File: config.mk
export PLATFORM = sky130hd
export DESIGN_NAME = tick_task_scheduler_rtc_core_flat
export DESIGN_NICKNAME = d
export VERILOG_FILES = /design/src/hw/rtl/tts_pkg.sv /design/src/hw/rtl/tts_in_if.sv /design/src/hw/rtl/tts_out_if.sv /design/src/hw/rtl/tts_cfg_if.sv /design/src/hw/rtl/tick_task_scheduler_rtc_core.sv /design/src/hw/rtl/tts_cfg_regs.sv /design/src/hw/rtl/tts_state.sv /design/src/flat_wrapper.sv
export SDC_FILE = /design/constraint.sdc
export NUM_CORES = 1
export LEC_CHECK = 0
export ABC_AREA = 1
export BUFFER_PORTS_ARGS = -buffer_cell sky130_fd_sc_hd__buf_2
export CAP_MARGIN = 20
export CORE_MARGIN = 2
export CORE_UTILIZATION = 50
export DETAILED_ROUTE_END_ITERATION = 12
export PLACE_DENSITY_LB_ADDON = 0.08
export SYNTH_ARGS = -nofsm -noshare
export SYNTH_HDL_FRONTEND = slang
export SYNTH_SLANG_ARGS = --single-unit
File: constraint.sdc
create_clock -name clk -period 4.8 [get_ports clk]
set_clock_uncertainty 0.1 [all_clocks]
set_input_delay 0 -clock clk [delete_from_list [all_inputs] [get_ports clk]]
set_output_delay 0 -clock clk [all_outputs]
set_load 0.05 [all_outputs]
File: src/hw/rtl/tts_pkg.sv
// Shared types and constants for the tick task scheduler with time-of-day clock.
// No dependencies; every other file imports this package.
package tts_pkg;

  localparam int unsigned DivW     = 10;
  localparam int unsigned CountW   = 32;
  localparam int unsigned MaskW    = 4;
  localparam int unsigned HoursW   = 5;
  localparam int unsigned MinutesW = 6;
  localparam int unsigned SecondsW = 6;
  localparam int unsigned CfgIdxW  = 3;

  localparam logic [SecondsW-1:0] SecLimit  = SecondsW'(60);
  localparam logic [MinutesW-1:0] MinLimit  = MinutesW'(60);
  localparam logic [HoursW-1:0]   HourLimit = HoursW'(24);

  localparam logic [DivW-1:0] PeriodShortRst  = DivW'(5);
  localparam logic [DivW-1:0] PeriodMediumRst = DivW'(50);
  localparam logic [DivW-1:0] PeriodLongRst   = DivW'(500);
  localparam logic [DivW-1:0] TicksPerSecRst  = DivW'(1000);

  // Task flag bit positions
  localparam int unsigned FlagMs     = 0;
  localparam int unsigned FlagShort  = 1;
  localparam int unsigned FlagMedium = 2;
  localparam int unsigned FlagLong   = 3;

  typedef enum logic [CfgIdxW-1:0] {
    CFG_PERIOD_SHORT  = 3'd0,
    CFG_PERIOD_MEDIUM = 3'd1,
    CFG_PERIOD_LONG   = 3'd2,
    CFG_TICKS_PER_SEC = 3'd3,
    CFG_CLOCK_ENABLE  = 3'd4
  } cfg_idx_t;

  typedef struct packed {
    logic [DivW-1:0] period_short;
    logic [DivW-1:0] period_medium;
    logic [DivW-1:0] period_long;
    logic [DivW-1:0] ticks_per_second;
    logic            clock_enable;
  } cfg_t;

  typedef struct packed {
    logic                tick;
    logic                task_ran;
    logic [MaskW-1:0]    poll_mask;
    logic                clear_new_day;
    logic                set_time;
    logic [HoursW-1:0]   load_hours;
    logic [MinutesW-1:0] load_minutes;
    logic [SecondsW-1:0] load_seconds;
  } in_item_t;

  typedef struct packed {
    logic [MaskW-1:0]    pending;
    logic                day_rolled;
    logic [CountW-1:0]   elapsed_ms;
    logic [CountW-1:0]   task_rate;
    logic [HoursW-1:0]   clock_hours;
    logic [MinutesW-1:0] clock_minutes;
    logic [SecondsW-1:0] clock_seconds;
  } out_item_t;

endpackage

File: src/hw/rtl/tts_in_if.sv
// Input channel: valid/ready handshake plus the item fields.
// Depends on tts_pkg for field widths.
interface tts_in_if import tts_pkg::*; ();
  logic                valid;
  logic                ready;
  logic                tick;
  logic                task_ran;
  logic [MaskW-1:0]    poll_mask;
  logic                clear_new_day;
  logic                set_time;
  logic [HoursW-1:0]   load_hours;
  logic [MinutesW-1:0] load_minutes;
  logic [SecondsW-1:0] load_seconds;

  modport source (
    output valid, tick, task_ran, poll_mask, clear_new_day, set_time,
           load_hours, load_minutes, load_seconds,
    input  ready
  );
  modport sink (
    input  valid, tick, task_ran, poll_mask, clear_new_day, set_time,
           load_hours, load_minutes, load_seconds,
    output ready
  );
endinterface

File: src/hw/rtl/tts_out_if.sv
// Result channel: valid/ready handshake plus the result fields.
// Depends on tts_pkg for field widths.
interface tts_out_if import tts_pkg::*; ();
  logic                valid;
  logic                ready;
  logic [MaskW-1:0]    pending;
  logic                day_rolled;
  logic [CountW-1:0]   elapsed_ms;
  logic [CountW-1:0]   task_rate;
  logic [HoursW-1:0]   clock_hours;
  logic [MinutesW-1:0] clock_minutes;
  logic [SecondsW-1:0] clock_seconds;

  modport source (
    output valid, pending, day_rolled, elapsed_ms, task_rate,
           clock_hours, clock_minutes, clock_seconds,
    input  ready
  );
  modport sink (
    input  valid, pending, day_rolled, elapsed_ms, task_rate,
           clock_hours, clock_minutes, clock_seconds,
    output ready
  );
endinterface

File: src/hw/rtl/tts_cfg_if.sv
// Configuration write channel: valid/ready, register index and write data.
// Depends on tts_pkg for widths.
interface tts_cfg_if import tts_pkg::*; ();
  logic               valid;
  logic               ready;
  logic [CfgIdxW-1:0] index;
  logic [DivW-1:0]    wdata;

  modport source (output valid, index, wdata, input ready);
  modport sink (input valid, index, wdata, output ready);
endinterface

File: src/hw/rtl/tick_task_scheduler_rtc_core.sv
// Top level of the tick task scheduler with time-of-day clock.
// Depends on tts_pkg, tts_in_if, tts_out_if, tts_cfg_if, tts_cfg_regs, tts_state.
//
//   channel  role     payload
//   in_ch    sink     tick, task_ran, poll_mask, clear_new_day, set_time, load_*
//   out_ch   source   pending, day_rolled, elapsed_ms, task_rate, clock_*
//   cfg_ch   sink     index, wdata (always ready)
//
// Path: input register, then the state update, which writes the result
// register. One item per cycle sustained while out_ch.ready holds; the state
// update is the only loop. Synchronous active-low reset clears all state and
// the configuration to defaults. When the result is not taken the input
// register holds one more item, after which in_ch.ready drops.
module tick_task_scheduler_rtc_core import tts_pkg::*; (
  input  logic  clk,
  input  logic  rst_n,
  tts_in_if.sink   in_ch,
  tts_out_if.source out_ch,
  tts_cfg_if.sink  cfg_ch
);

  logic      in_valid_r;
  in_item_t  in_item_r;
  logic      out_valid_r;
  out_item_t out_item_r;
  logic      out_free;
  logic      adv;
  in_item_t  in_item;
  out_item_t res;
  cfg_t      cfg;

  assign out_free = !out_valid_r || out_ch.ready;
  assign adv      = in_valid_r && out_free;

  assign in_ch.ready  = !in_valid_r || adv;
  assign cfg_ch.ready = 1'b1;

  assign in_item.tick          = in_ch.tick;
  assign in_item.task_ran      = in_ch.task_ran;
  assign in_item.poll_mask     = in_ch.poll_mask;
  assign in_item.clear_new_day = in_ch.clear_new_day;
  assign in_item.set_time      = in_ch.set_time;
  assign in_item.load_hours    = in_ch.load_hours;
  assign in_item.load_minutes  = in_ch.load_minutes;
  assign in_item.load_seconds  = in_ch.load_seconds;

  always_ff @(posedge clk) begin
    if (!rst_n) begin
      in_valid_r <= 1'b0;
    end else if (in_ch.ready) begin
      in_valid_r <= in_ch.valid;
    end
  end

  always_ff @(posedge clk) begin
    if (in_ch.valid && in_ch.ready) begin
      in_item_r <= in_item;
    end
  end

  tts_cfg_regs u_cfg (
    .clk     (clk),
    .rst_n   (rst_n),
    .wr_en   (cfg_ch.valid),
    .wr_idx  (cfg_ch.index),
    .wr_data (cfg_ch.wdata),
    .cfg     (cfg)
  );

  tts_state u_state (
    .clk   (clk),
    .rst_n (rst_n),
    .adv   (adv),
    .item  (in_item_r),
    .cfg   (cfg),
    .res   (res)
  );

  always_ff @(posedge clk) begin
    if (!rst_n) begin
      out_valid_r <= 1'b0;
    end else if (out_free) begin
      out_valid_r <= adv;
    end
  end

  always_ff @(posedge clk) begin
    if (adv) begin
      out_item_r <= res;
    end
  end

  assign out_ch.valid         = out_valid_r;
  assign out_ch.pending       = out_item_r.pending;
  assign out_ch.day_rolled    = out_item_r.day_rolled;
  assign out_ch.elapsed_ms    = out_item_r.elapsed_ms;
  assign out_ch.task_rate     = out_item_r.task_rate;
  assign out_ch.clock_hours   = out_item_r.clock_hours;
  assign out_ch.clock_minutes = out_item_r.clock_minutes;
  assign out_ch.clock_seconds = out_item_r.clock_seconds;

  // an advanced item shows up as the next result
  a_adv_to_out: assert property (@(posedge clk) disable iff (!rst_n)
    adv |=> (out_valid_r && out_item_r == $past(res)))
    else $error("advanced item not presented as result");

  // a waiting result blocks the state update
  a_stall_holds: assert property (@(posedge clk) disable iff (!rst_n)
    (out_valid_r && !out_ch.ready) |-> !adv)
    else $error("state advanced over an untaken result");

  // reset empties both pipeline registers
  a_reset_empty: assert property (@(posedge clk)
    !rst_n |=> (!out_valid_r && !in_valid_r))
    else $error("pipeline not empty after reset");

endmodule

File: src/hw/rtl/tts_cfg_regs.sv
// Configuration register file: periods, ticks per second, clock enable.
// Depends on tts_pkg.
module tts_cfg_regs import tts_pkg::*; (
  input  logic               clk,
  input  logic               rst_n,
  input  logic               wr_en,
  input  logic [CfgIdxW-1:0] wr_idx,
  input  logic [DivW-1:0]    wr_data,
  output cfg_t               cfg
);

  cfg_t cfg_r;

  always_ff @(posedge clk) begin
    if (!rst_n) begin
      cfg_r.period_short     <= PeriodShortRst;
      cfg_r.period_medium    <= PeriodMediumRst;
      cfg_r.period_long      <= PeriodLongRst;
      cfg_r.ticks_per_second <= TicksPerSecRst;
      cfg_r.clock_enable     <= 1'b1;
    end else if (wr_en) begin
      unique case (wr_idx)
        CFG_PERIOD_SHORT:  cfg_r.period_short     <= wr_data;
        CFG_PERIOD_MEDIUM: cfg_r.period_medium    <= wr_data;
        CFG_PERIOD_LONG:   cfg_r.period_long      <= wr_data;
        CFG_TICKS_PER_SEC: cfg_r.ticks_per_second <= wr_data;
        CFG_CLOCK_ENABLE:  cfg_r.clock_enable     <= wr_data[0];
        default: ;  // unmapped index: write dropped
      endcase
    end
  end

  assign cfg = cfg_r;

endmodule

File: src/hw/rtl/tts_state.sv
// Scheduler state: tick count, dividers, flags, run count, rate and clock.
// Computes one result per advanced item and commits the state. Depends on tts_pkg.
module tts_state import tts_pkg::*; (
  input  logic      clk,
  input  logic      rst_n,
  input  logic      adv,
  input  in_item_t  item,
  input  cfg_t      cfg,
  output out_item_t res
);

  typedef struct packed {
    logic [DivW-1:0] cnt;
    logic            roll;
  } div_step_t;

  function automatic div_step_t step_div(input logic [DivW-1:0] cnt,
                                         input logic [DivW-1:0] period);
    div_step_t       r;
    logic [DivW-1:0] nx;
    nx = cnt + 1'b1;  // wraps within the divider width
    if (nx >= period) begin
      r.cnt  = '0;
      r.roll = 1'b1;
    end else begin
      r.cnt  = nx;
      r.roll = 1'b0;
    end
    return r;
  endfunction

  logic [CountW-1:0]   tick_count_r, tick_count_nxt;
  logic [DivW-1:0]     short_div_r, short_div_nxt;
  logic [DivW-1:0]     medium_div_r, medium_div_nxt;
  logic [DivW-1:0]     long_div_r, long_div_nxt;
  logic [DivW-1:0]     second_div_r, second_div_nxt;
  logic [MaskW-1:0]    task_flags_r, task_flags_nxt;
  logic                day_flag_r, day_flag_nxt;
  logic [CountW-1:0]   run_count_r, run_count_nxt;
  logic [CountW-1:0]   rate_latch_r, rate_latch_nxt;
  logic [SecondsW-1:0] seconds_r, seconds_nxt;
  logic [MinutesW-1:0] minutes_r, minutes_nxt;
  logic [HoursW-1:0]   hours_r, hours_nxt;

  div_step_t           ds_short, ds_medium, ds_long, ds_second;
  logic [MaskW-1:0]    flags;
  logic                day;
  logic [CountW-1:0]   run;
  logic [SecondsW-1:0] sec, sec_inc;
  logic [MinutesW-1:0] mins, min_inc;
  logic [HoursW-1:0]   hrs, hr_inc;

  always_comb begin
    ds_short  = step_div(short_div_r, cfg.period_short);
    ds_medium = step_div(medium_div_r, cfg.period_medium);
    ds_long   = step_div(long_div_r, cfg.period_long);
    ds_second = step_div(second_div_r, cfg.ticks_per_second);

    // time load comes before the tick
    hrs  = item.set_time ? item.load_hours   : hours_r;
    mins = item.set_time ? item.load_minutes : minutes_r;
    sec  = item.set_time ? item.load_seconds : seconds_r;

    sec_inc = sec + 1'b1;
    min_inc = mins + 1'b1;
    hr_inc  = hrs + 1'b1;

    tick_count_nxt = tick_count_r;
    short_div_nxt  = short_div_r;
    medium_div_nxt = medium_div_r;
    long_div_nxt   = long_div_r;
    second_div_nxt = second_div_r;
    flags          = task_flags_r;
    day            = day_flag_r;
    run            = run_count_r;
    rate_latch_nxt = rate_latch_r;

    if (item.tick) begin
      tick_count_nxt    = tick_count_r + 1'b1;
      short_div_nxt     = ds_short.cnt;
      medium_div_nxt    = ds_medium.cnt;
      long_div_nxt      = ds_long.cnt;
      second_div_nxt    = ds_second.cnt;
      flags[FlagMs]     = 1'b1;
      flags[FlagShort]  = flags[FlagShort]  | ds_short.roll;
      flags[FlagMedium] = flags[FlagMedium] | ds_medium.roll;
      flags[FlagLong]   = flags[FlagLong]   | ds_long.roll;
      if (ds_second.roll) begin
        rate_latch_nxt = run_count_r;
        run            = '0;
        if (cfg.clock_enable) begin
          // carry chain; a unit at or above its limit wraps to zero
          if (sec_inc >= SecLimit) begin
            sec = '0;
            if (min_inc >= MinLimit) begin
              mins = '0;
              if (hr_inc >= HourLimit) begin
                hrs = '0;
                day = 1'b1;
              end else begin
                hrs = hr_inc;
              end
            end else begin
              mins = min_inc;
            end
          end else begin
            sec = sec_inc;
          end
        end
      end
    end

    run_count_nxt  = run + CountW'(item.task_ran);
    task_flags_nxt = flags & ~item.poll_mask;
    day_flag_nxt   = item.clear_new_day ? 1'b0 : day;
    seconds_nxt    = sec;
    minutes_nxt    = mins;
    hours_nxt      = hrs;

    res.pending       = flags & item.poll_mask;
    res.day_rolled    = day;
    res.elapsed_ms    = tick_count_nxt;
    res.task_rate     = rate_latch_nxt;
    res.clock_hours   = hrs;
    res.clock_minutes = mins;
    res.clock_seconds = sec;
  end

  always_ff @(posedge clk) begin
    if (!rst_n) begin
      tick_count_r <= '0;
      short_div_r  <= '0;
      medium_div_r <= '0;
      long_div_r   <= '0;
      second_div_r <= '0;
      task_flags_r <= '0;
      day_flag_r   <= 1'b0;
      run_count_r  <= '0;
      rate_latch_r <= '0;
      seconds_r    <= '0;
      minutes_r    <= '0;
      hours_r      <= '0;
    end else if (adv) begin
      tick_count_r <= tick_count_nxt;
      short_div_r  <= short_div_nxt;
      medium_div_r <= medium_div_nxt;
      long_div_r   <= long_div_nxt;
      second_div_r <= second_div_nxt;
      task_flags_r <= task_flags_nxt;
      day_flag_r   <= day_flag_nxt;
      run_count_r  <= run_count_nxt;
      rate_latch_r <= rate_latch_nxt;
      seconds_r    <= seconds_nxt;
      minutes_r    <= minutes_nxt;
      hours_r      <= hours_nxt;
    end
  end

endmodule
File: src/flat_wrapper.sv
// flat-port wrapper written by rule: the top's interface ports become plain ports
module tick_task_scheduler_rtc_core_flat import tts_pkg::*;
  (clk, rst_n, in_ch_valid, in_ch_tick, in_ch_task_ran, in_ch_poll_mask, in_ch_clear_new_day, in_ch_set_time, in_ch_load_hours, in_ch_load_minutes, in_ch_load_seconds, in_ch_ready, out_ch_valid, out_ch_pending, out_ch_day_rolled, out_ch_elapsed_ms, out_ch_task_rate, out_ch_clock_hours, out_ch_clock_minutes, out_ch_clock_seconds, out_ch_ready, cfg_ch_valid, cfg_ch_index, cfg_ch_wdata, cfg_ch_ready);
  tts_in_if in_ch_i ();
  tts_out_if out_ch_i ();
  tts_cfg_if cfg_ch_i ();
  input  logic clk;
  input  logic rst_n;
  input wire logic [$bits(in_ch_i.valid)-1:0] in_ch_valid;
  input wire logic [$bits(in_ch_i.tick)-1:0] in_ch_tick;
  input wire logic [$bits(in_ch_i.task_ran)-1:0] in_ch_task_ran;
  input wire logic [$bits(in_ch_i.poll_mask)-1:0] in_ch_poll_mask;
  input wire logic [$bits(in_ch_i.clear_new_day)-1:0] in_ch_clear_new_day;
  input wire logic [$bits(in_ch_i.set_time)-1:0] in_ch_set_time;
  input wire logic [$bits(in_ch_i.load_hours)-1:0] in_ch_load_hours;
  input wire logic [$bits(in_ch_i.load_minutes)-1:0] in_ch_load_minutes;
  input wire logic [$bits(in_ch_i.load_seconds)-1:0] in_ch_load_seconds;
  output wire logic [$bits(in_ch_i.ready)-1:0] in_ch_ready;
  output wire logic [$bits(out_ch_i.valid)-1:0] out_ch_valid;
  output wire logic [$bits(out_ch_i.pending)-1:0] out_ch_pending;
  output wire logic [$bits(out_ch_i.day_rolled)-1:0] out_ch_day_rolled;
  output wire logic [$bits(out_ch_i.elapsed_ms)-1:0] out_ch_elapsed_ms;
  output wire logic [$bits(out_ch_i.task_rate)-1:0] out_ch_task_rate;
  output wire logic [$bits(out_ch_i.clock_hours)-1:0] out_ch_clock_hours;
  output wire logic [$bits(out_ch_i.clock_minutes)-1:0] out_ch_clock_minutes;
  output wire logic [$bits(out_ch_i.clock_seconds)-1:0] out_ch_clock_seconds;
  input wire logic [$bits(out_ch_i.ready)-1:0] out_ch_ready;
  input wire logic [$bits(cfg_ch_i.valid)-1:0] cfg_ch_valid;
  input wire logic [$bits(cfg_ch_i.index)-1:0] cfg_ch_index;
  input wire logic [$bits(cfg_ch_i.wdata)-1:0] cfg_ch_wdata;
  output wire logic [$bits(cfg_ch_i.ready)-1:0] cfg_ch_ready;
  assign in_ch_i.valid = in_ch_valid;
  assign in_ch_i.tick = in_ch_tick;
  assign in_ch_i.task_ran = in_ch_task_ran;
  assign in_ch_i.poll_mask = in_ch_poll_mask;
  assign in_ch_i.clear_new_day = in_ch_clear_new_day;
  assign in_ch_i.set_time = in_ch_set_time;
  assign in_ch_i.load_hours = in_ch_load_hours;
  assign in_ch_i.load_minutes = in_ch_load_minutes;
  assign in_ch_i.load_seconds = in_ch_load_seconds;
  assign in_ch_ready = in_ch_i.ready;
  assign out_ch_valid = out_ch_i.valid;
  assign out_ch_pending = out_ch_i.pending;
  assign out_ch_day_rolled = out_ch_i.day_rolled;
  assign out_ch_elapsed_ms = out_ch_i.elapsed_ms;
  assign out_ch_task_rate = out_ch_i.task_rate;
  assign out_ch_clock_hours = out_ch_i.clock_hours;
  assign out_ch_clock_minutes = out_ch_i.clock_minutes;
  assign out_ch_clock_seconds = out_ch_i.clock_seconds;
  assign out_ch_i.ready = out_ch_ready;
  assign cfg_ch_i.valid = cfg_ch_valid;
  assign cfg_ch_i.index = cfg_ch_index;
  assign cfg_ch_i.wdata = cfg_ch_wdata;
  assign cfg_ch_ready = cfg_ch_i.ready;
  tick_task_scheduler_rtc_core u_core (.clk(clk), .rst_n(rst_n), .in_ch(in_ch_i), .out_ch(out_ch_i), .cfg_ch(cfg_ch_i));
endmodule
==> flow_summary.toml, run 1 <==
[finish]
synthToLayoutAreaGrowth_pct = 17.66
diodes = 0
drive_gt1_frac = 0.1251
final_net_count = 2055
multiInputGateArea_um2 = 6131
seq_area_um2 = 7357
utilization = 0.5933
n_fill_cell = 2634

[setup_path]
critPathMaxFanout = 48
path_cells = "nand2_1, inv_1, nand4_1, nand3b_1, nand3b_1, xor2_1, inv_1, ha_1, a21o_1, nor2_1, nand3_2, nand2_4, buf_4, nand3_1, nor2_2, nand3_1, nor2_2, nand3_1, nand2_1, inv_1, nor2_1"
slowest_delay_ps = 400
cp_slowest_cell = "buf_4"
rr_startpoint = "u_core.u_state.second_div_r[3]"
critPathArrivalTime_ps = 4380
end_kind = "flop"
crit_path_start = "u_core.u_state.second_div_r[3]"
crit_family = "simple AND/OR/NAND/NOR gates"
worstPathRequired_ps = 5150
start_kind = "flop"
worstSetupPathType = "reg -> reg"
path_buf_inv = 4

[synthesis]
synth_top_cells_by_count = "nand2_1, inv_1, nor2_1"
synth_cell_types = 46
avgSynthCellArea_um2 = 8.223
yosys.cell_count.top_type = "nand2_1"
async_flop_share = 0
synth_area_um2 = 14830
yosysSeqAreaShare = 0.4962
syn_nets = 1896
synth_top_cell_by_area = "dfxtp_1"
yosys_warnings = 0
netlist_instances = 1803
synthTopCellsByArea = "dfxtp_1, edfxtp_1, nand2_1"
synth_top_flop_cell = "dfxtp_1"
synth_top_area_frac = 0.2714
synth-edff-count = 111
synth-seq-cells = 312

[drt]
drtIter0Drc = 648
drt-total-wl_mm = 34.28
dr_total_vias = 12040
antenna_left = 0
drc = 0
dr.pass1.iters = 5
vias_per_cell = 5.060
wl_per_cell_um = 14.40

[power]
vdd_drop_max_mv = 0.2744
p_per_area_nw_per_um2 = 352.9
power.total_mw = 6.156
p_leak_nw = 7.466

[global_routing]
grt_usage = 0.2220
grt_max_degree = 73
grt_antenna_before_repair = 0
grt_pass1_vias = 11530
grt.overflow.total = 0
grt_pass1_wl_mm = 56.19

[clocking]
numCtsBuffers = 36
h-tree-depth = 2
clock_latency_ps = 510
cts.clk_slew.worst_paths_ps = 60
root_buffer = "clkbuf_16"
clock-sinks = 312
cts_setup_buffers = 0
cts.path.max_buffers = 3
cts_tree = "yes"

[die]
fp.dieH_um = 176.2
core-area_um2 = 29400
row_count = 63
io_pins = 132
dieArea_um2 = 31040
die_w_um = 176.2
initial_core_util = 0.5042

[sta]
hold_ws_ps = 7.299
max_freq_mhz = 248.4
grt_setup_unrepaired = "false"
post-route-period-util = 0.8387
fin_tns_setup_ps = 0
tightest_slew_ps = 867.6
fin_crit_ps = 4026
setup_violations = 0
hold_violations = 0
slew_headroom = 0.4194
drv_slew = 0

[hold_path]
min_path_type = "in -> reg"
min_from = "rst_n"

[flow_run]
cap_violations = 0

[place]
place_congestion = 0.8474
port_buffers = 130
hpwl_mm = 22.92

[status]
outcome = "complete, no violations"
[cell usage in the layout, fill, tap and decap left out, types with 57 or more instances in the layout]
cell type,synthesis,final
nor2_1,203,202
a21oi_1,142,142
nand2_1,273,272
buf_2,3,130
xor2_1,57,57
inv_1,264,263
dfxtp_1,201,201
nand3_1,100,100
o21ai_0,128,128
edfxtp_1,111,111
[registers in the layout, summed over array words and instances (netlist names)]
register and flops:
u_core.out_ch.day_rolled 1, u_core.out_ch.pending 4, u_core.u_state.hours_r 5, u_core.out_ch.task_rate 32, u_core.u_state.day_flag_r 1, u_core.in_item_r 25
u_core.u_state.medium_div_r 10, u_core.out_ch.valid 1, u_core.u_state.second_div_r 10, u_core.out_ch.clock_seconds 6, u_core.in_valid_r 1, u_core.u_state.seconds_r 6
u_core.u_state.rate_latch_r 32, u_core.u_state.task_flags_r 4, u_core.out_ch.clock_minutes 6, u_core.u_state.tick_count_r 32, u_core.u_cfg.cfg 41, u_core.u_state.long_div_r 10
u_core.u_state.minutes_r 6, u_core.u_state.short_div_r 10, u_core.out_ch.elapsed_ms 32, u_core.u_state.run_count_r 32, u_core.out_ch.clock_hours 5
[path summary, 6_finish.rpt]
check                                    to  slack, ps  cells past startpoint
max          u_core.u_state.run_count_r[24]        770                     21
min reg2reg            u_core.u_cfg.cfg[39]        360                      2
max reg2reg  u_core.u_state.run_count_r[24]        770                     21
min           u_core.u_state.run_count_r[1]          7                      3
[worst min-delay path, stage by stage]
cell and delay [ps]:
buf_2 110, inv_4 240, nor2_1 190
[where the power goes]
part / internal (mW) / total, mW / switching, mW
logic: 0.151 / 0.527 / 0.376
registers: 2.84 / 2.89 / 0.0501
clock network: 1.65 / 2.74 / 1.09
[what timing repair did]
| item | 4_1_cts | 5_1_grt |
|---|---|---|
| hold endpoints to repair | 68 | 0 |
| hold buffers | 47 | 0 |
| gates resized for setup | 0 | 0 |
[per-stage QoR]
| step | instance area [um2] | instances | worst slack, ps |
|---|---|---|---|
| 4_1_cts | 17440 | 2380 | 787.1 |
| 5_1_grt | 17440 | 2380 | 335.5 |
| 6_report | 17440 | 2380 | 774.4 |
| 3_5_place_dp | 15790 | 2267 | 795.5 |
| 2_1_floorplan | 14830 | 1803 | 413.7 |
| 3_3_place_gp | 15790 | 2267 | 874.6 |
[metal layers]
layer | track usage | part of all wire
met1 | 0.2931 | 0.47
met2 | 0.3814 | 0.47
met5 | 0 | 0
met4 | 0.06267 | 0.019
met3 | 0.03079 | 0.041
[logic make-up (layout without fill, tap and decap cells)]
logic type      count (synthesis)  in the layout  share of synthesized area
compound gates                357            357                     0.1330
xor+xnor                       63             63                    0.03722
fa+ha+maj                      50             50                    0.04220
buf+inv                       347            534                    0.09098
flops                         312            312                     0.4962
mux                             4              4                   0.002701
other cells                     1              1                  0.0002529
simple gates                  669            669                     0.1974
[final cells by class]
type	instances	share of cell area
repair buffers	192	0.07072
well taps	390	0.02797
clock inverters	14	0.007675
inverters	276	0.05996
clock buffers	52	0.06046
multi-input cells	1144	0.3515
flip-flops and latches	312	0.4217
No activity file was read; power rests on OpenSTA's default activity.
==> run 2, diff against run 1 <==
--- a/config.mk
+++ b/config.mk
@@ -5,7 +5,7 @@
 export SDC_FILE = /design/constraint.sdc
 export NUM_CORES = 1
 export LEC_CHECK = 0
-export ABC_AREA = 1
+export ABC_AREA = 0
 export BUFFER_PORTS_ARGS = -buffer_cell sky130_fd_sc_hd__buf_2
 export CAP_MARGIN = 20
 export CORE_MARGIN = 2
==> constraint.sdc (replaced) <==
create_clock -name clk -period 3.8 [get_ports clk]
set_clock_uncertainty 0.1 [all_clocks]
set_input_delay 0 -clock clk [delete_from_list [all_inputs] [get_ports clk]]
set_output_delay 0 -clock clk [all_outputs]
set_load 0.05 [all_outputs]
==> run 2 against run 1 <==
Non-clock buffer count is 25 higher. Fmax is 11% higher. Highest routed layer unchanged. Critical endpoint unchanged. Sequential cell count stayed put. Combinational power is 7.2% higher.
==> flow_summary.toml, run 2 <==
[status]
outcome = "complete, no violations"

[finish]
largest_reg_flops = 41
final_cell_mix = "nand2_1, dfxtp_1, buf_2"
diodes = 0
synthToLayoutAreaGrowth_pct = 20.69
n_fill_cell = 2455
seq_area_um2 = 7366
final_net_count = 1765
final_area_um2 = 17480
multiInputGateArea_um2 = 6787
drive_gt1_frac = 0.1846
final_common_cell = "nand2_1"
final_cells = 2080

[hold_path]
min_path_type = "in -> reg"
holdPathEnd = "u_core.in_item_r[4]"
min_from = "in_ch_load_seconds[4]"
hold_depth = 2

[setup_path]
rr_startpoint = "u_core.u_state.second_div_r[4]"
critPathMaxFanout = 8
cp_slowest_cell = "dfxtp_2"
critPathArrivalTime_ps = 3900
crit_family = "simple AND/OR/NAND/NOR gates"
r2r-end = "u_core.u_state.run_count_r[24]"
start_kind = "flop"
slowest_delay_ps = 330
end_kind = "flop"
worstPathRequired_ps = 4090
path_buf_inv = 1
worstSetupPathType = "reg -> reg"
ff2ff_path_depth = 19
path_cells = "nand3_2, nor2_4, and3_4, nand3_2, xnor2_2, ha_1, a21oi_1, o21ai_0, a31o_2, o21a_2, nor2b_4, ha_2, nand2_2, nor3_4, nand2_4, buf_4, nor4b_4, xor2_1, nor2_1"
critPathMostFrequentCell = "nand3_2"
r2r_slack_ps = 190

[global_routing]
grt.overflow.total = 0
grt_pass1_wl_mm = 52.25
grt_antenna_before_repair = 0
grt_max_degree = 82
grt_usage = 0.2073
globalRouteMet3Util = 0.03478
top_usage_layer = "met2"
use_met2 = 0.3459
grt_pass1_vias = 10440
use_met1 = 0.2819

[synthesis]
netlist_instances = 1494
yosysSeqAreaShare = 0.5081
synth-edff-count = 111
synth_top_flop_cell = "dfxtp_1"
synth_top_cell_by_area = "dfxtp_1"
syn_nets = 1587
synth-seq-cells = 312
synth_top_cells_by_count = "nand2_1, dfxtp_1, edfxtp_1"
synthTopCellsByArea = "dfxtp_1, edfxtp_1, nand2_1"
yosys.cell_count.top_type = "nand2_1"
async_flop_share = 0
synth_top_area_frac = 0.2779
synth_area_um2 = 14480
avgSynthCellArea_um2 = 9.692
yosys_warnings = 0
synth_cell_types = 67

[drt]
wl_per_cell_um = 15.33
vias_per_cell = 5.292
drtIter0Drc = 713
drc = 0
dr.pass1.iters = 5
dr_total_vias = 11010
drt-total-wl_mm = 31.88
antenna_left = 0

[sta]
drv_slew = 0
setup_violations = 0
post-route-period-util = 0.9502
hold_violations = 0
fin_crit_ps = 3611
slew_headroom = 0.3823
hold_ws_ps = 93.60
fin_tns_setup_ps = 0
max_freq_mhz = 276.9
grt_setup_unrepaired = "true"
tightest_slew_ps = 923.1

[die]
initial_core_util = 0.5059
die_w_um = 174.2
core-area_um2 = 28630
fp.dieH_um = 174.2
row_count = 62
io_pins = 132
dieArea_um2 = 30340

[place]
placedCellCount = 1965
dpl_cell_area_um2 = 15680
hpwl_mm = 20.43
port_buffers = 130
place_congestion = 0.8090

[clocking]
clock_latency_ps = 510
cts.path.max_buffers = 3
cts.clk_slew.worst_paths_ps = 60
h-tree-depth = 2
cts_tree = "yes"
root_buffer = "clkbuf_16"
numCtsBuffers = 36
clock-sinks = 312

[power]
p_seq_frac = 0.473
p_per_area_nw_per_um2 = 435.1
sw_frac_of_total = 0.2328
p_leak_nw = 6.776
combPwrFrac = 0.074
p_clk_frac = 0.453
vdd_drop_max_mv = 0.3664
power.total_mw = 7.603
p_int_mw = 5.833
p_switching_mw = 1.770

[flow_run]
cap_violations = 0
run 2: cell count changes in the layout (fill, tap and decap cells not counted), moves of 14 or more:
cell      delta
inv_1      -215
and3_1      +19
buf_4       +18
o21ai_1     -18
a22o_1      +23
nor2_1      -95
and2_1      +14
o21ai_0     -83
nand2_1     -25
a211oi_1    -23
nand3_1     -49
xnor2_1     +51
a21oi_1     -45
mux2_2      +41
run 2: cells by family (layout without fill, tap and decap cells):
group	count (synthesis)	after routing	synth area share
buffers and inverters	127	329	0.03620
adders and majority gates	50	50	0.04320
DFF	312	312	0.5081
muxes	59	59	0.04493
and+or+nand+nor	573	573	0.1834
other	1	1	0.0002590
AOI/OAI and AO/OA	249	249	0.1095
xor gates and xnor gates	123	123	0.07440
run 2: per-layer routing:
layer | part of all wire | vias up
met5 | 0 | -
met4 | 0.020 | 0
met3 | 0.040 | 50
met2 | 0.47 | 195
met1 | 0.47 | 5191
li1 | - | 5571
run 2: layout make-up:
cell class	count	share of cell area
Inverter	50	0.01103
Clock buffer	53	0.06222
Sequential cell	312	0.4215
Tap cell	384	0.02749
Clock inverter	9	0.005799
Timing Repair Buffer	217	0.08363
Multi-Input combinational cell	1055	0.3883
run 2: worst register-to-register path: stages, from the launching register on:
cell	delay [ps]
dfxtp_2	330
nand3_2	90
nor2_4	120
and3_4	210
nand3_2	100
xnor2_2	160
ha_1	300
a21oi_1	130
o21ai_0	80
a31o_2	230
o21a_2	220
nor2b_4	120
ha_2	190
nand2_2	80
nor3_4	230
nand2_4	130
buf_4	180
nor4b_4	260
xor2_1	180
nor2_1	50
run 2: power groups by stage:
| stage | registers (mW) | logic (mW) | clock network, mW |
|---|---|---|---|
| final | 3.60 | 0.565 | 3.44 |
| after global routing | 3.60 | 0.610 | 3.66 |
| after CTS | 3.60 | 0.566 | 3.52 |
| after detailed placement | 3.67 | 0.528 | 0 |
| after global placement | 3.67 | 0.524 | 0 |
| after floorplan | 3.82 | 0.226 | 0 |
run 2: metrics by stage:
stage | worst slack, ps | util
3_5_place_dp | -9.953 | 0.5479
3_3_place_gp | 58.73 | 0.5479
5_1_grt | -37.14 | 0.6105
4_1_cts | 100.3 | 0.6070
2_1_floorplan | 1.226 | -
6_report | 189.1 | 0.6105
run 2: worst max-delay path by stage:
| stage | end | depth (start not counted) | start |
|---|---|---|---|
| 4_1_cts | u_core.u_state.run_count_r[20] | 19 | u_core.u_state.second_div_r[1] |
| 2_1_floorplan | u_core.u_state.run_count_r[18] | 21 | u_core.u_state.second_div_r[2] |
| 6_report | u_core.u_state.run_count_r[24] | 19 | u_core.u_state.second_div_r[4] |
| 3_5_place_dp | u_core.u_state.run_count_r[20] | 19 | u_core.u_state.second_div_r[1] |
| 5_1_grt | u_core.u_state.run_count_r[20] | 19 | u_core.u_state.second_div_r[3] |
| 3_3_place_gp | u_core.u_state.run_count_r[18] | 19 | u_core.u_state.second_div_r[1] |
run 2: what timing repair did:
| item | 4_1_cts | 5_1_grt |
|---|---|---|
| setup buffers | 0 | 3 |
| pin swaps | 0 | 7 |
| setup endpoints to repair | 1 | 22 |
| resized for setup | 1 | 15 |
| hold buffers | 50 | 0 |
| endpoints found under the hold margin | 81 | 0 |
==> run 3, diff against run 2 <==
==> constraint.sdc (replaced) <==
create_clock -name clk -period 3.8 [get_ports clk]
set_clock_uncertainty 0.1 [all_clocks]
set_input_delay 0 -clock clk [delete_from_list [all_inputs] [get_ports clk]]
set_output_delay 0 -clock clk [all_outputs]
set_load 0.005 [all_outputs]
==> run 3 against run 2 <==
Highest routed layer unchanged. Total power decreased by 2.7%. Largest power group unchanged. Critical path depth did not move. Non-clock buffer count is 15 lower. Combinational power down 28%. Final cell count is 0.67% lower. Critical path type unchanged.
==> flow_summary.toml, run 3 (same netlist as run 2, synthesis figures left out) <==
[hold_path]
min_from = "in_ch_load_seconds[5]"
min_path_type = "in -> reg"

[clocking]
numCtsBuffers = 36
root_buffer = "clkbuf_16"
cts.clk_slew.worst_paths_ps = 60
clock-sinks = 312
h-tree-depth = 2
clock_latency_ps = 510
cts_tree = "yes"
cts.path.max_buffers = 3

[die]
die_w_um = 174.2
dieArea_um2 = 30340
fp.dieH_um = 174.2
initial_core_util = 0.5059
row_count = 62
io_pins = 132
core-area_um2 = 28630

[finish]
largest_reg_flops = 41
drive_gt1_frac = 0.1801
n_fill_cell = 2389
final_area_um2 = 17410
final_common_cell = "nand2_1"
synthToLayoutAreaGrowth_pct = 20.22
final_net_count = 1750
utilization = 0.6081
final_cell_mix = "nand2_1, dfxtp_1, buf_2"
diodes = 0
final_cells = 2066

[drt]
antenna_left = 0
dr.pass1.iters = 5
wl_per_cell_um = 14.95
drt-total-wl_mm = 30.90
dr_total_vias = 10800
drc = 0
drtIter0Drc = 648
vias_per_cell = 5.228

[setup_path]
start_kind = "flop"
cp_slowest_cell = "dfxtp_4"
worstPathRequired_ps = 4100
worstSetupPathType = "reg -> reg"
critPathMaxFanout = 9
critPathArrivalTime_ps = 3920
crit_path_start = "u_core.u_state.second_div_r[3]"
path_cells = "nand3_1, nor2_2, and3_4, nand3_2, xnor2_2, ha_4, a21oi_2, o21ai_0, a31o_2, o21a_4, nor2b_4, ha_2, nand2_1, nor3_2, nand2_2, buf_12, nor4b_4, xnor2_1, and2_1"
slowest_delay_ps = 360
rr_startpoint = "u_core.u_state.second_div_r[3]"
end_kind = "flop"

[sta]
post-route-period-util = 0.9531
max_freq_mhz = 276.1
hold_violations = 0
slew_headroom = 0.3765
drv_slew = 0
setup_violations = 0
fin_crit_ps = 3622
hold_ws_ps = 108.1
tightest_slew_ps = 931.7

[place]
port_buffers = 130
placedCellCount = 1957
place_congestion = 0.8147
dpl_cell_area_um2 = 15680
hpwl_mm = 19.79

[global_routing]
grt_pass1_wl_mm = 51.47
grt_pass1_vias = 10250
grt.overflow.total = 0
grt_usage = 0.2029
grt_antenna_before_repair = 0
grt_max_degree = 130

[status]
outcome = "complete, no violations"

[power]
p_per_area_nw_per_um2 = 424.9
vdd_drop_max_mv = 0.3697
power.total_mw = 7.397
p_leak_nw = 6.675

[flow_run]
cap_violations = 0
run 3: cell types whose count changed in the layout (fill, tap and decap cells not counted), sizes merged:
cell	delta
buf	-9
bufinv	+2
clkbuf	-3
clkinv	+2
dlygate4sd3	-6
run 3: repair_timing:
action,4_1_cts,5_1_grt
buffers inserted,0,2
gates resized for setup,0,22
endpoints found under the hold margin,108,0
endpoints found under the setup margin,0,26
hold buffers,44,0
run 3: layout make-up:
type | count | area, um2 | share of cell area
Sequential cell | 312 | 7368 | 0.4233
Inverter | 50 | 192.7 | 0.01107
Tap cell | 384 | 480.5 | 0.02760
Timing Repair Buffer | 202 | 1368 | 0.07856
Clock inverter | 13 | 162.7 | 0.009344
Clock buffer | 50 | 994.7 | 0.05714
Multi-Input combinational cell | 1055 | 6842 | 0.3930
run 3: worst paths after layout:
check | to | slack [ps] | depth (start not counted)
worst max-delay path | u_core.u_state.run_count_r[16] | 180 | 19
worst min-delay path | u_core.in_item_r[5] | 110 | 2
worst max register to register | u_core.u_state.run_count_r[16] | 180 | 19
worst min register to register | u_core.u_state.day_flag_r | 330 | 1
run 3: power by group:
group | internal [mW] | switching [mW] | leakage [nW]
registers | 3.55 | 0.0445 | 2.65
logic | 0.166 | 0.237 | 3.46
clock network | 2.09 | 1.30 | 0.562
total | 5.81 | 1.59 | 6.67
run 3: routing by layer:
layer	routed length [um]	global-route usage
met4	579	0.04902
met5	0	0
met3	1245	0.02997
met1	14800	0.2855
met2	14270	0.3308
run 3: critical path, delay by kind of cell, from the launching register on:
| kind | cells | cell delay (ps) |
|---|---|---|
| simple gates | 10 | 1460 |
| flops | 1 | 360 |
| xor+xnor | 2 | 310 |
| fa+ha+maj | 2 | 440 |
| buf+inv | 1 | 170 |
| compound gates | 4 | 670 |
run 3: metrics by stage:
| stage | setup slack, ps | setup TNS (ps) |
|---|---|---|
| 2_1_floorplan | -21.94 | -21.94 |
| 3_3_place_gp | 111.8 | 0 |
| 3_5_place_dp | 98.79 | 0 |
| 4_1_cts | 66.36 | 0 |
| 5_1_grt | -32.15 | -77.10 |
| 6_report | 178.3 | 0 |
